===== src/design/stereo_amplitude_histogram_core_macros.svh =====
// assertion helpers shared by the histogram core
`ifndef STEREO_AMPLITUDE_HISTOGRAM_CORE_MACROS_SVH
`define STEREO_AMPLITUDE_HISTOGRAM_CORE_MACROS_SVH

// same-cycle implication
`define SAH_ASSERT_IMP(label, clk, dis, ante, cons, msg) \
   label: assert property (@(posedge clk) disable iff (dis) (ante) |-> (cons)) \
      else $error(msg);

// next-cycle implication
`define SAH_ASSERT_NXT(label, clk, dis, ante, cons, msg) \
   label: assert property (@(posedge clk) disable iff (dis) (ante) |=> (cons)) \
      else $error(msg);

`endif


===== src/design/sah_pkg.sv =====
package sah_pkg;

   // histogram geometry
   localparam int SAMPLE_BITS = 16;
   localparam int BIN_SHIFT   = 8;
   localparam int BIN_BITS    = SAMPLE_BITS - BIN_SHIFT;
   localparam int NBINS       = 1 << BIN_BITS;
   localparam int NHIST       = 4;
   localparam int HIST_BITS   = 2;
   localparam int COUNT_BITS  = 32;
   localparam int OUT_BITS    = 32;
   localparam int INDEX_BITS  = 8;

   // item queue between front and back
   localparam int QUEUE_DEPTH = 2;
   localparam int QPTR_BITS   = $clog2(QUEUE_DEPTH);

   // register file
   localparam int CSR_ADDR_BITS = 3;
   localparam logic REG_STEREO_MODE = 1'b0;

   // input opcodes
   localparam logic [1:0] OPC_COUNT = 2'd0;
   localparam logic [1:0] OPC_READ  = 2'd1;
   localparam logic [1:0] OPC_CLEAR = 2'd2;

   // histogram numbers
   localparam int HIST_LEFT  = 0;
   localparam int HIST_RIGHT = 1;
   localparam int HIST_MID   = 2;
   localparam int HIST_SIDE  = 3;

   typedef enum logic [1:0] {
      KIND_COUNT,
      KIND_READ,
      KIND_CLEAR
   } kind_type;

   // classified item as it waits in the queue
   typedef struct packed {
      kind_type                            kind;
      logic [NHIST-1:0]                    hist_en;
      logic [NHIST-1:0][BIN_BITS-1:0]      bin;
      logic [HIST_BITS-1:0]                sel;
      logic                                oor;
   } sah_item_type;

   // back end activity seen by the top level
   typedef struct packed {
      logic clearing;
      logic updating;
      logic reading;
      logic taking;
   } sah_status_type;

   // offset binary sample, top bits form the bin
   function automatic logic [BIN_BITS-1:0] bin_of(input logic signed [SAMPLE_BITS-1:0] v);
      logic [SAMPLE_BITS-1:0] off;
      off = {~v[SAMPLE_BITS-1], v[SAMPLE_BITS-2:0]};
      return off[SAMPLE_BITS-1 -: BIN_BITS];
   endfunction

   // halve a 17-bit sum, rounding toward zero
   function automatic logic signed [SAMPLE_BITS-1:0] half_tz(
      input logic signed [SAMPLE_BITS:0] s);
      logic signed [SAMPLE_BITS:0] adj;
      adj = s + (SAMPLE_BITS+1)'(s[SAMPLE_BITS]);
      return adj[SAMPLE_BITS:1];
   endfunction

   function automatic logic [COUNT_BITS-1:0] sat_inc(input logic [COUNT_BITS-1:0] v);
      return (v == {COUNT_BITS{1'b1}}) ? v : v + COUNT_BITS'(1);
   endfunction

   // saturate a counter into the 32-bit result field
   function automatic logic [OUT_BITS-1:0] clip_out(input logic [COUNT_BITS-1:0] v);
      logic [63:0] w;
      w = 64'(v);
      return (w > 64'h0000_0000_FFFF_FFFF) ? {OUT_BITS{1'b1}} : w[OUT_BITS-1:0];
   endfunction

endpackage


===== src/design/sah_front.sv =====
module sah_front
   import sah_pkg::*;
(
   input  logic                          clock,
   input  logic                          reset,
   input  logic                          stereo_mode,
   input  logic                          req_valid,
   output logic                          req_ready,
   input  logic [1:0]                    req_opcode,
   input  logic signed [SAMPLE_BITS-1:0] req_left_sample,
   input  logic signed [SAMPLE_BITS-1:0] req_right_sample,
   input  logic [HIST_BITS-1:0]          req_hist_select,
   input  logic [INDEX_BITS-1:0]         req_bin_index,
   output logic                          item_valid,
   output sah_item_type                  item,
   input  logic                          item_take
);

   sah_item_type                  new_item;
   logic                          new_ok;
   logic signed [SAMPLE_BITS-1:0] mid;
   logic signed [SAMPLE_BITS-1:0] side;
   logic [31:0]                   index_wide;
   logic                          push;

   sah_item_type                  entries_ff [QUEUE_DEPTH];
   logic [QPTR_BITS-1:0]          wr_ptr_ff;
   logic [QPTR_BITS-1:0]          rd_ptr_ff;
   logic [QPTR_BITS:0]            count_ff;

   // classify the incoming item and work out its bins
   always_comb begin
      mid = half_tz((SAMPLE_BITS+1)'(req_left_sample) + (SAMPLE_BITS+1)'(req_right_sample));
      side = half_tz((SAMPLE_BITS+1)'(req_left_sample) - (SAMPLE_BITS+1)'(req_right_sample));
      index_wide = 32'(req_bin_index);
      new_item = '0;
      new_ok = 1'b1;
      new_item.sel = req_hist_select;
      case (req_opcode)
         OPC_COUNT: begin
            new_item.kind = KIND_COUNT;
            new_item.hist_en = {{(NHIST-1){stereo_mode}}, 1'b1};
            new_item.bin[HIST_LEFT] = bin_of(req_left_sample);
            new_item.bin[HIST_RIGHT] = bin_of(req_right_sample);
            new_item.bin[HIST_MID] = bin_of(mid);
            new_item.bin[HIST_SIDE] = bin_of(side);
         end
         OPC_READ: begin
            new_item.kind = KIND_READ;
            new_item.oor = (index_wide >= 32'(NBINS));
            for (int h = 0; h < NHIST; h++) begin
               new_item.bin[h] = index_wide[BIN_BITS-1:0];
            end
         end
         OPC_CLEAR: begin
            new_item.kind = KIND_CLEAR;
         end
         default: begin
            new_item.kind = KIND_COUNT;
            new_ok = 1'b0;
         end
      endcase
   end

   // unused opcodes are taken and dropped
   assign req_ready = (count_ff != (QPTR_BITS+1)'(QUEUE_DEPTH));
   assign push = req_valid && req_ready && new_ok;
   assign item_valid = (count_ff != '0);
   assign item = entries_ff[rd_ptr_ff];

   // queue storage
   always_ff @(posedge clock) begin
      if (push) begin
         entries_ff[wr_ptr_ff] <= new_item;
      end
   end

   // queue pointers
   always_ff @(posedge clock) begin
      if (reset) begin
         wr_ptr_ff <= '0;
         rd_ptr_ff <= '0;
         count_ff <= '0;
      end else begin
         if (push) begin
            wr_ptr_ff <= wr_ptr_ff + 1'b1;
         end
         if (item_take) begin
            rd_ptr_ff <= rd_ptr_ff + 1'b1;
         end
         if (push && !item_take) begin
            count_ff <= count_ff + 1'b1;
         end else if (!push && item_take) begin
            count_ff <= count_ff - 1'b1;
         end
      end
   end

endmodule


===== config.mk =====
export PLATFORM = sky130hd
export DESIGN_NAME = sah_front
export DESIGN_NICKNAME = d
export VERILOG_FILES = /design/src/design/stereo_amplitude_histogram_core_macros.svh /design/src/design/sah_pkg.sv /design/src/design/sah_front.sv
export SDC_FILE = /design/constraint.sdc
export NUM_CORES = 1
export LEC_CHECK = 0
export ABC_AREA = 1
export BUFFER_PORTS_ARGS = -buffer_cell sky130_fd_sc_hd__buf_4
export CAP_MARGIN = 0
export CORE_UTILIZATION = 58
export CTS_CLUSTER_DIAMETER = 40
export DETAILED_ROUTE_END_ITERATION = 8
export PLACE_DENSITY = 0.92
export REMOVE_ABC_BUFFERS = 1
export SKIP_LAST_GASP = 1
export SLEW_MARGIN = 40
export SYNTH_ARGS = -nofsm -noshare
export SYNTH_HDL_FRONTEND = slang
export SYNTH_SLANG_ARGS = --single-unit

===== constraint.sdc =====
create_clock -name clock -period 3.44 [get_ports clock]
set_input_delay 0.688 -clock clock [delete_from_list [all_inputs] [get_ports clock]]
set_output_delay 0.688 -clock clock [all_outputs]
set_load 0.01 [all_outputs]

Word level (Yosys, flattened, before mapping)
Memories as Yosys holds them, arrays and structs flattened. A register that Yosys moved wholly into a read port is not among the register bits.
Cells that the tools add are included.
{"block": "classes", "n_eq_ne": 3, "n_mul": 0, "shift": 0, "n_addsub": 8, "reduce_logical": 10, "bitwise": 4, "n_lt_le_gt_ge": 0, "n_div": 0, "n_mux": 10}
{"operator": "$pmux 32 s2", "count": 1}
{"operator": "$add 17x1->17", "count": 2}
{"operator": "$add 16x16->17", "count": 1}
{"operator": "$sub 16x16->17", "count": 1}
{"operator": "$mux 1", "count": 5}
{"operator": "$logic_and 1x1->1", "count": 4}
{"operator": "$mux 2", "count": 2}
{"operator": "$mux 4", "count": 1}
{"operator": "$not 1->1", "count": 4}
{"operator": "$pmux 2 s2", "count": 1}
{"operator": "$reduce_bool 2->1", "count": 2}
{"operator": "$reduce_or 3->1", "count": 1}
{"operator": "$add 1x1->1 const B", "count": 2}
{"operator": "$add 2x1->2 const B", "count": 1}
{"operator": "$eq 2x1->1 const B", "count": 1}
{"operator": "$eq 2x2->1 const B", "count": 1}
{"operator": "$logic_not 1->1", "count": 2}
{"operator": "$logic_not 2->1", "count": 1}
{"operator": "$ne 2x2->1 const B", "count": 1}
{"operator": "$sub 2x1->2 const B", "count": 1}
{"block": "word_totals", "output_inout_bits": 43, "ram_bits": 80, "latch_bits": 0, "mem_count": 1, "elab_cells": 39, "romBits": 0, "in_bits": 49, "ff_bits": 4}
{"name": "entries_ff", "words": 2, "width": 40, "read_ports": 1, "rd_clocked_by_memory_dff": 1, "write_ports": 1, "line_no": "sah_front.sv:26", "rtl": "sah_item_type entries_ff [QUEUE_DEPTH];"}

Depth between registers and ports, before layout
Gate-level depths: netlist of the first run.
{"block": "logic_depth", "ltp_word": 8, "mapped_depth": 20, "mapped_depth_nobuf": 19}

Least setup slack after synthesis of the first run
No wires, ideal clock.
{"block": "synth_path", "kind": "in2reg", "start": "input port req_opcode[1]", "end": "memory entries_ff[1][0] (netlist name) (enable)", "arrival_time_ps": 2522, "required_time_ps": 3005, "slack_ps": 483, "cell_stages": 3, "n_path_buf": 0, "setup_time_ps": 435, "cell_sequence": "inv_1 -> o211ai_1 -> nor2_1"}
{"block": "synth_between", "elab_chain_cells": 6, "elab_cells_between_ends": 8, "classes_between": "2 x eq/ne; 3 x mux; 3 x reduce/logical"}
{"item": "from (decl)", "line_no": "sah_front.sv:9", "rtl": "input logic [1:0] req_opcode,"}
{"item": "$eq 2x1->1, or another cell as far along", "line_no": "sah_front.sv:39", "rtl": "case (req_opcode)"}
{"item": "$reduce_or 3->1 (no source line) *"}
{"item": "$mux 1 *", "line_no": "sah_front.sv:39"}
{"item": "$logic_and 1x1->1 *", "line_no": "sah_front.sv:67", "rtl": "assign push = req_valid && req_ready && new_ok;"}
{"item": "$mux 1 *", "line_no": "sah_front.sv:73", "rtl": "if (push) begin"}
{"item": "$mux 1 (implied by the code) *", "line_no": "sah_front.sv:74", "rtl": "entries_ff[wr_ptr_ff] <= new_item;"}
{"item": "to (decl)", "line_no": "sah_front.sv:26"}
Every way passes the cells marked *; elsewhere a longest branch is shown, timed or not.

==> qor.txt, run 1 <==
Die Area = 11,140 um2
Antenna Violating Nets Remaining = 0
die height = 105.5 um
path depth of the worst reg2reg path = 9
Detailed Route WL = 16.31 mm
Final Util = 0.6852
Yosys Warn Count = 0
H-tree Lvls = 3
post-route cell area = 7106 um2
CTS buffer count = 9
hold path depth = 1
Core Region = 10,370 um2
Worst Setup SP = req_left_sample[0]
DRC viols = 0
initial antenna violation count = 0
count of different cell masters after synthesis = 41
Mapped Cells = 782
Final Hold Fails = 0
Fillers = 828
num rows = 37
RSZ-0062 raised after global routing = false
Synth Area per Inst = 7.952 um2
Leak = 3.397 nW
cts hold-fix bufs = 0
R2R Path Start = count_ff[0]$_SDFFE_PP0P_
first-pass GRT wire length = 25.90 mm
Hold WC Path Type = input port to register
worst-path fanout max = 3
kind of critical path = input port to register
Post-synth EDFFs = 76
Worst Setup Start Kind = input port
Worst Tran Pin Value = 0.5475 ns
layout cells sized above 1 = 0.2555
IO Count = 92
ys flop type = edfxtp_1
Worst EP required = 3.61 ns
total grt overflow = 0
Max Cap Viol = 0
CTS tree = done
CTS max path bufs = 2
Die Span X = 105.5 um
fmax = 362.7 MHz
Synth Register Bits = 81
cts repair resizes = 0
Final HPWL DP = 12.83 mm
1st-iter DRT viols = 495
clock slew at reported path FFs = 0.07 ns
fin crit share = 0.8015
first drt pass iteration count = 5
gpl congestion = 0.9880
worst r2r dst = count_ff[1]$_SDFFE_PP0P_
TNS Setup = 0 ns
WL per Instance = 16.23 um
status = completed
final-report setup violation count = 0
later-pin clock latency in the skew report = 0.36 ns
Slew Viols, Final = 0
vias in the first global route = 5,380
post-layout min period = 2.757 ns
DR vias/cell = 5.551
power per cell area = 386.8 nW/um2
area delta synth->final = 14.27%
VDD IR-drop max = 0.3479 mV
largest net degree at the start of global routing = 34
Layout Skew = 0.01663 ns
GR Util All Layers = 0.3007
sequential area share after synthesis = 0.3831
clk sinks = 81
Critical Path End Type = register
Worst Path Arrival = 2.93 ns
Port Buffers = 90
Synth Cell Area = 6218 um2
worst reg2reg setup slack = 1.43 ns
final worst-path setup slack = 0.6828 ns
DP Area = 6940 um2
FFs w/ async S/R, synth = 0
hold wc startpoint = req_hist_select[0]
Min-Delay Endpoint = entries_ff[0][0]$_DFFE_PP_
clk root buf = clkbuf_8
Starting Density = 0.5997
Layout Nets = 948
Setup Buffers After CTS = 0
pre-CTS setup slack = 0.3295 ns
n_diodes = 0
Rel. slew slack = 0.6346
Vias = 5,579
synth_stat cells, types with 2 or more instances:
library cell | instances | share of area
nand2_2 | 27 | 0.027
nor2_1 | 65 | 0.039
nor2_4 | 6 | 0.011
buf_2 | 5 | 0.0040
buf_6 | 7 | 0.013
inv_1 | 100 | 0.060
nand4_1 | 20 | 0.020
nor2_2 | 7 | 0.0070
nor3_1 | 9 | 0.0072
mux2_2 | 38 | 0.069
o21bai_1 | 5 | 0.0060
nand3_2 | 7 | 0.011
a21oi_1 | 16 | 0.013
a21oi_4 | 2 | 0.0052
and2_1 | 2 | 0.0020
nand3b_1 | 2 | 0.0024
fa_1 | 2 | 0.0064
edfxtp_1 | 76 | 0.37
inv_2 | 11 | 0.0066
dfxtp_1 | 5 | 0.016
a21oi_2 | 5 | 0.0070
nand2_1 | 223 | 0.13
nand3_1 | 60 | 0.048
ha_1 | 33 | 0.066
buf_4 | 7 | 0.0085
inv_4 | 2 | 0.0020
o21ai_0 | 18 | 0.014
o21ai_1 | 5 | 0.0040
xor2_1 | 2 | 0.0028
clkbuf_1 | 4 | 0.0024
where the power goes:
| group | total (mW) | leakage, nW | switching [mW] | internal, mW |
|---|---|---|---|---|
| combinational | 0.965 | 2.55 | 0.601 | 0.364 |
| clock | 0.592 | 0.0835 | 0.335 | 0.257 |
| sequential | 1.19 | 0.759 | 0.0241 | 1.17 |
sequential cells by signal, indices dropped and copies added, names as in the netlist, named ones only:
name,count
entries_ff,76
count_ff,2
rd_ptr_ff,1
wr_ptr_ff,1
cell usage in the layout (no fill, tap or decap), drive strengths merged:
| cell | Yosys | layout |
|---|---|---|
| nand4 | 20 | 20 |
| conb | 1 | 1 |
| nor2 | 78 | 78 |
| fa | 2 | 2 |
| o21a | 1 | 1 |
| and2 | 4 | 4 |
| nand3 | 67 | 67 |
| a21oi | 23 | 23 |
| clkbuf | 4 | 10 |
| mux2 | 38 | 38 |
| inv | 113 | 113 |
| nand3b | 3 | 3 |
| o21ai | 23 | 23 |
| o21bai | 5 | 5 |
| nor3 | 9 | 9 |
| clkinvlp | 0 | 1 |
| nand2 | 250 | 250 |
| ha | 33 | 33 |
| buf | 19 | 94 |
| o211ai | 1 | 1 |
| and3b | 1 | 1 |
| clkinv | 1 | 6 |
| xnor2 | 1 | 1 |
| edfxtp | 76 | 76 |
| dfxtp | 5 | 5 |
| xor2 | 3 | 3 |
| or2 | 1 | 1 |
through the flow:
| stage | hold WS (ns) | cells | power, mW |
|---|---|---|---|
| floorplan | 0.4799 | 759 | 1.834 |
| global placement | 0.4930 | 989 | 2.128 |
| detailed placement | 0.5149 | 989 | 2.158 |
| CTS | 0.5071 | 1005 | 2.740 |
| global route | 0.5066 | 1005 | 2.888 |
| finish | 0.5250 | 1005 | 2.748 |
critical path, stage by stage:
cell and delay [ns]:
buf_4 0.09, ha_1 0.20, inv_1 0.07, fa_1 0.40
inv_1 0.12, nand2_2 0.08, nand2_2 0.08, nand4_1 0.13
nand2_2 0.13, nand2_1 0.07, nand2_1 0.13, nand3_2 0.15
nor2_4 0.17, nand3_2 0.09, nand2_1 0.08, nand2_1 0.06
o21ai_1 0.21
cell type report:
| type | instances | area [um2] | area share |
|---|---|---|---|
| repair buffers | 94 | 705.7 | 0.09931 |
| multi-input cells | 564 | 3252 | 0.4577 |
| clock inverters | 6 | 35.03 | 0.004930 |
| well taps | 136 | 170.2 | 0.02395 |
| clock buffers | 10 | 127.6 | 0.01796 |
| flip-flops and latches | 81 | 2382 | 0.3353 |
| inverters | 114 | 432.9 | 0.06093 |
worst max path at each step:
stage | endpoint | slack [ns] | cells past startpoint
after floorplan | entries_ff[1][0]$_DFFE_PP_ | 0.48 | 3
after global placement | entries_ff[0][20]$_DFFE_PP_ | 0.37 | 16
after detailed placement | entries_ff[0][22]$_DFFE_PP_ | 0.33 | 17
after CTS | entries_ff[0][22]$_DFFE_PP_ | 0.70 | 17
after global routing | entries_ff[0][22]$_DFFE_PP_ | 0.46 | 17
final | entries_ff[0][22]$_DFFE_PP_ | 0.68 | 17
cell families after synthesis:
logic type / Yosys count / synth area share
other cells: 1 / 0.0006030
fa+ha+maj: 35 / 0.07284
flops: 81 / 0.3831
mux: 38 / 0.06881
xor+xnor: 4 / 0.006843
compound gates: 53 / 0.05211
buf+inv: 137 / 0.09718
simple gates: 433 / 0.3185
per-layer routing:
layer / part of all wire / vias to the layer above / wire (um) / GRT usage
li1: - / 2717 / - / -
met1: 0.40 / 2537 / 6603 / 0.3634
met2: 0.50 / 292 / 8173 / 0.5315
met3: 0.067 / 33 / 1092 / 0.04267
met4: 0.027 / 0 / 444 / 0.1349
met5: 0 / - / 0 / 0
Note: power is estimated with default switching activity, not from simulation.
==> run 2, diff against run 1 <==
clock period = 2.6 ns   (was 3.44 ns; I/O delays follow)
==> qor.txt, run 2 (synthesized netlist as in run 1, its figures left out) <==
Slew Viols, Final = 0 (unchanged)
status = finished, violations left
worst reg2reg setup slack = 0.63 ns (-0.80 ns)
power per cell area = 516.8 nW/um2 (+34%)
IO Count = 92 (unchanged)
gpl congestion = 0.9477 (-4.1%)
placed insts = 1,066 (+7.8%)
Max Cap Viol = 0 (unchanged)
R2R Path Start = count_ff[0]$_SDFFE_PP0P_
clk root buf = clkbuf_8
WL per Instance = 17.58 um (+8.3%)
Die Span X = 105.5 um (unchanged)
met1 Use GR = 0.3881 (+0.02468)
Fillers = 690 (-17%)
Starting Density = 0.5997 (unchanged)
total grt overflow = 0 (unchanged)
first drt pass iteration count = 7 (+2)
Worst Setup Start Kind = input port
Rel. slew slack = 0.6424 (+0.007809)
Worst Path Arrival = 2.72 ns (-0.21 ns)
Final HPWL DP = 13.56 mm (+5.6%)
Worst Tran Pin Value = 0.5364 ns (-0.01112 ns)
initial antenna violation count = 0 (unchanged)
clock share of power = 0.221 (+0.005)
die height = 105.5 um (unchanged)
Final Hold Fails = 0 (unchanged)
later-pin clock latency in the skew report = 0.37 ns (about the same)
Min-Delay Endpoint = rd_ptr_ff$_SDFFE_PP0P_
Non-Filler Instances = 1,084 (+7.9%)
vias in the first global route = 5,889 (+9.5%)
Core Region = 10,370 um2 (unchanged)
Antenna Violating Nets Remaining = 0 (unchanged)
fmax = 379.6 MHz
Detailed Route WL = 19.06 mm (+17%)
Worst EP required = 2.69 ns (-0.92 ns)
H-tree Lvls = 3 (unchanged)
combinational fraction of design power = 0.389 (+0.038)
gr busiest metal = met2
path depth of the worst reg2reg path = 9 (unchanged)
Reg power frac = 0.390 (-0.043)
Final Util = 0.7545 (+0.06926)
Leak = 3.787 nW (+11%)
largest registers = entries_ff: 76 flops, count_ff: 2 flops
Cell Int Power = 2.595 mW (+45%)
Port Buffers = 90 (unchanged)
TNS Setup = -0.06412 ns (-0.06412 ns)
Critical Path End Type = register
Largest register FFs = 76 (unchanged)
largest net degree at the start of global routing = 39 (+15%)
kind of critical path = input port to register
hold path depth = 2 (+1)
layout cells sized above 1 = 0.3376 (+0.08209)
fin crit share = 1.013
violated checks = setup timing
worst-path fanout max = 5 (+2)
Layout Skew = 0.01656 ns (-0.00007280 ns)
final-report setup violation count = 2 (+2)
Layout Nets = 1,027 (+8.3%)
VDD IR-drop max = 0.4029 mV (+16%)
post-layout min period = 2.634 ns
clock slew at reported path FFs = 0.10 ns (+0.03 ns)
pre-CTS setup slack = -0.2926 ns (-0.6221 ns)
GR Util All Layers = 0.3287 (+0.02798)
n_diodes = 0 (unchanged)
clk sinks = 81 (unchanged)
hold wc startpoint = reset
grt met3 use = 0.04453 (+0.001855)
Net Sw Frac = 0.3581 (+0.008461)
area delta synth->final = 25.81%
Reg with most FFs = entries_ff
CTS tree = done
met2 global-route usage = 0.5804 (+0.04887)
1st-iter DRT viols = 790 (+60%)
final worst-path setup slack = -0.03408 ns (-0.7169 ns)
Hold WC Path Type = input port to register
Total Power = 4.043 mW (+47%)
Switch Pwr = 1.448 mW (+51%)
RSZ-0062 raised after global routing = true
most common cell after layout, fill and taps aside = nand2_1
most frequent cells in the layout = 222 x nand2_1, 170 x buf_4, 99 x inv_1, 76 x edfxtp_1, 59 x nor2_1
num rows = 37 (unchanged)
worst r2r dst = count_ff[1]$_SDFFE_PP0P_
CTS buffer count = 9 (unchanged)
CTS max path bufs = 2 (unchanged)
DR vias/cell = 5.756 (+3.7%)
Vias = 6,240 (+12%)
DRC viols = 0 (unchanged)
cts hold-fix bufs = 0 (unchanged)
Die Area = 11,140 um2 (unchanged)
first-pass GRT wire length = 28.47 mm (+9.9%)
run 2: worst max-delay path: stages:
cell     delay, ns
buf_4         0.13
inv_1         0.13
ha_1          0.29
buf_4         0.17
nor2_1        0.13
inv_1         0.08
nor3_1        0.17
nand2_1       0.11
nand3_1       0.10
nand2_1       0.05
nand2_1       0.06
nand3_1       0.12
nor2_1        0.21
nand4_1       0.18
nand3_2       0.13
nand2_1       0.11
run 2: layer usage:
metal  vias to the layer above  routed length (um)
li1                       2861                   -
met1                      2757                6842
met2                       487                9038
met3                       135                1850
met4                         0                1326
met5                         -                   0
run 2: power by group through the flow:
stage | clock network (mW) | logic [mW] | registers (mW)
2_1_floorplan | 0 | 0.821 | 1.61
3_3_place_gp | 0 | 1.43 | 1.59
3_5_place_dp | 0 | 1.47 | 1.60
4_1_cts | 0.868 | 1.50 | 1.57
5_1_grt | 0.935 | 1.68 | 1.58
6_report | 0.894 | 1.57 | 1.58
run 2: how the worst max path moves through the flow:
stage / from / endpoint / slack (ns) / depth (start not counted)
2_1_floorplan: req_opcode[1] / entries_ff[1][0]$_DFFE_PP_ / -0.19 / 3
3_3_place_gp: req_left_sample[0] / entries_ff[0][20]$_DFFE_PP_ / -0.17 / 16
3_5_place_dp: req_right_sample[2] / entries_ff[1][32]$_DFFE_PP_ / -0.29 / 12
4_1_cts: req_left_sample[0] / entries_ff[1][23]$_DFFE_PP_ / 0.0004 / 16
5_1_grt: req_right_sample[11] / entries_ff[0][18]$_DFFE_PP_ / -0.08 / 14
6_report: req_right_sample[11] / entries_ff[1][23]$_DFFE_PP_ / -0.03 / 16
run 2: layout make-up:
| class | instances | area, um2 | area share |
|---|---|---|---|
| clock inverter | 6 | 50.05 | 0.006397 |
| sequential | 81 | 2382 | 0.3045 |
| timing repair buffer | 173 | 1336 | 0.1708 |
| clock buffer | 10 | 137.6 | 0.01759 |
| multi-input combinational | 564 | 3314 | 0.4236 |
| tap | 136 | 170.2 | 0.02175 |
| inverter | 114 | 432.9 | 0.05533 |
run 2: what timing repair did:
| item | in CTS | in global routing |
|---|---|---|
| resized for setup | 0 | 20 |
| endpoints found under the setup margin | 0 | 22 |
| buffers inserted | 0 | 2 |
run 2: metrics by stage:
step | hold slack [ns] | cell area (um2)
2_1_floorplan | 0.4799 | 6047
3_3_place_gp | 0.4929 | 7556
3_5_place_dp | 0.5181 | 7556
4_1_cts | 0.3425 | 7744
5_1_grt | 0.3333 | 7824
6_report | 0.3330 | 7824
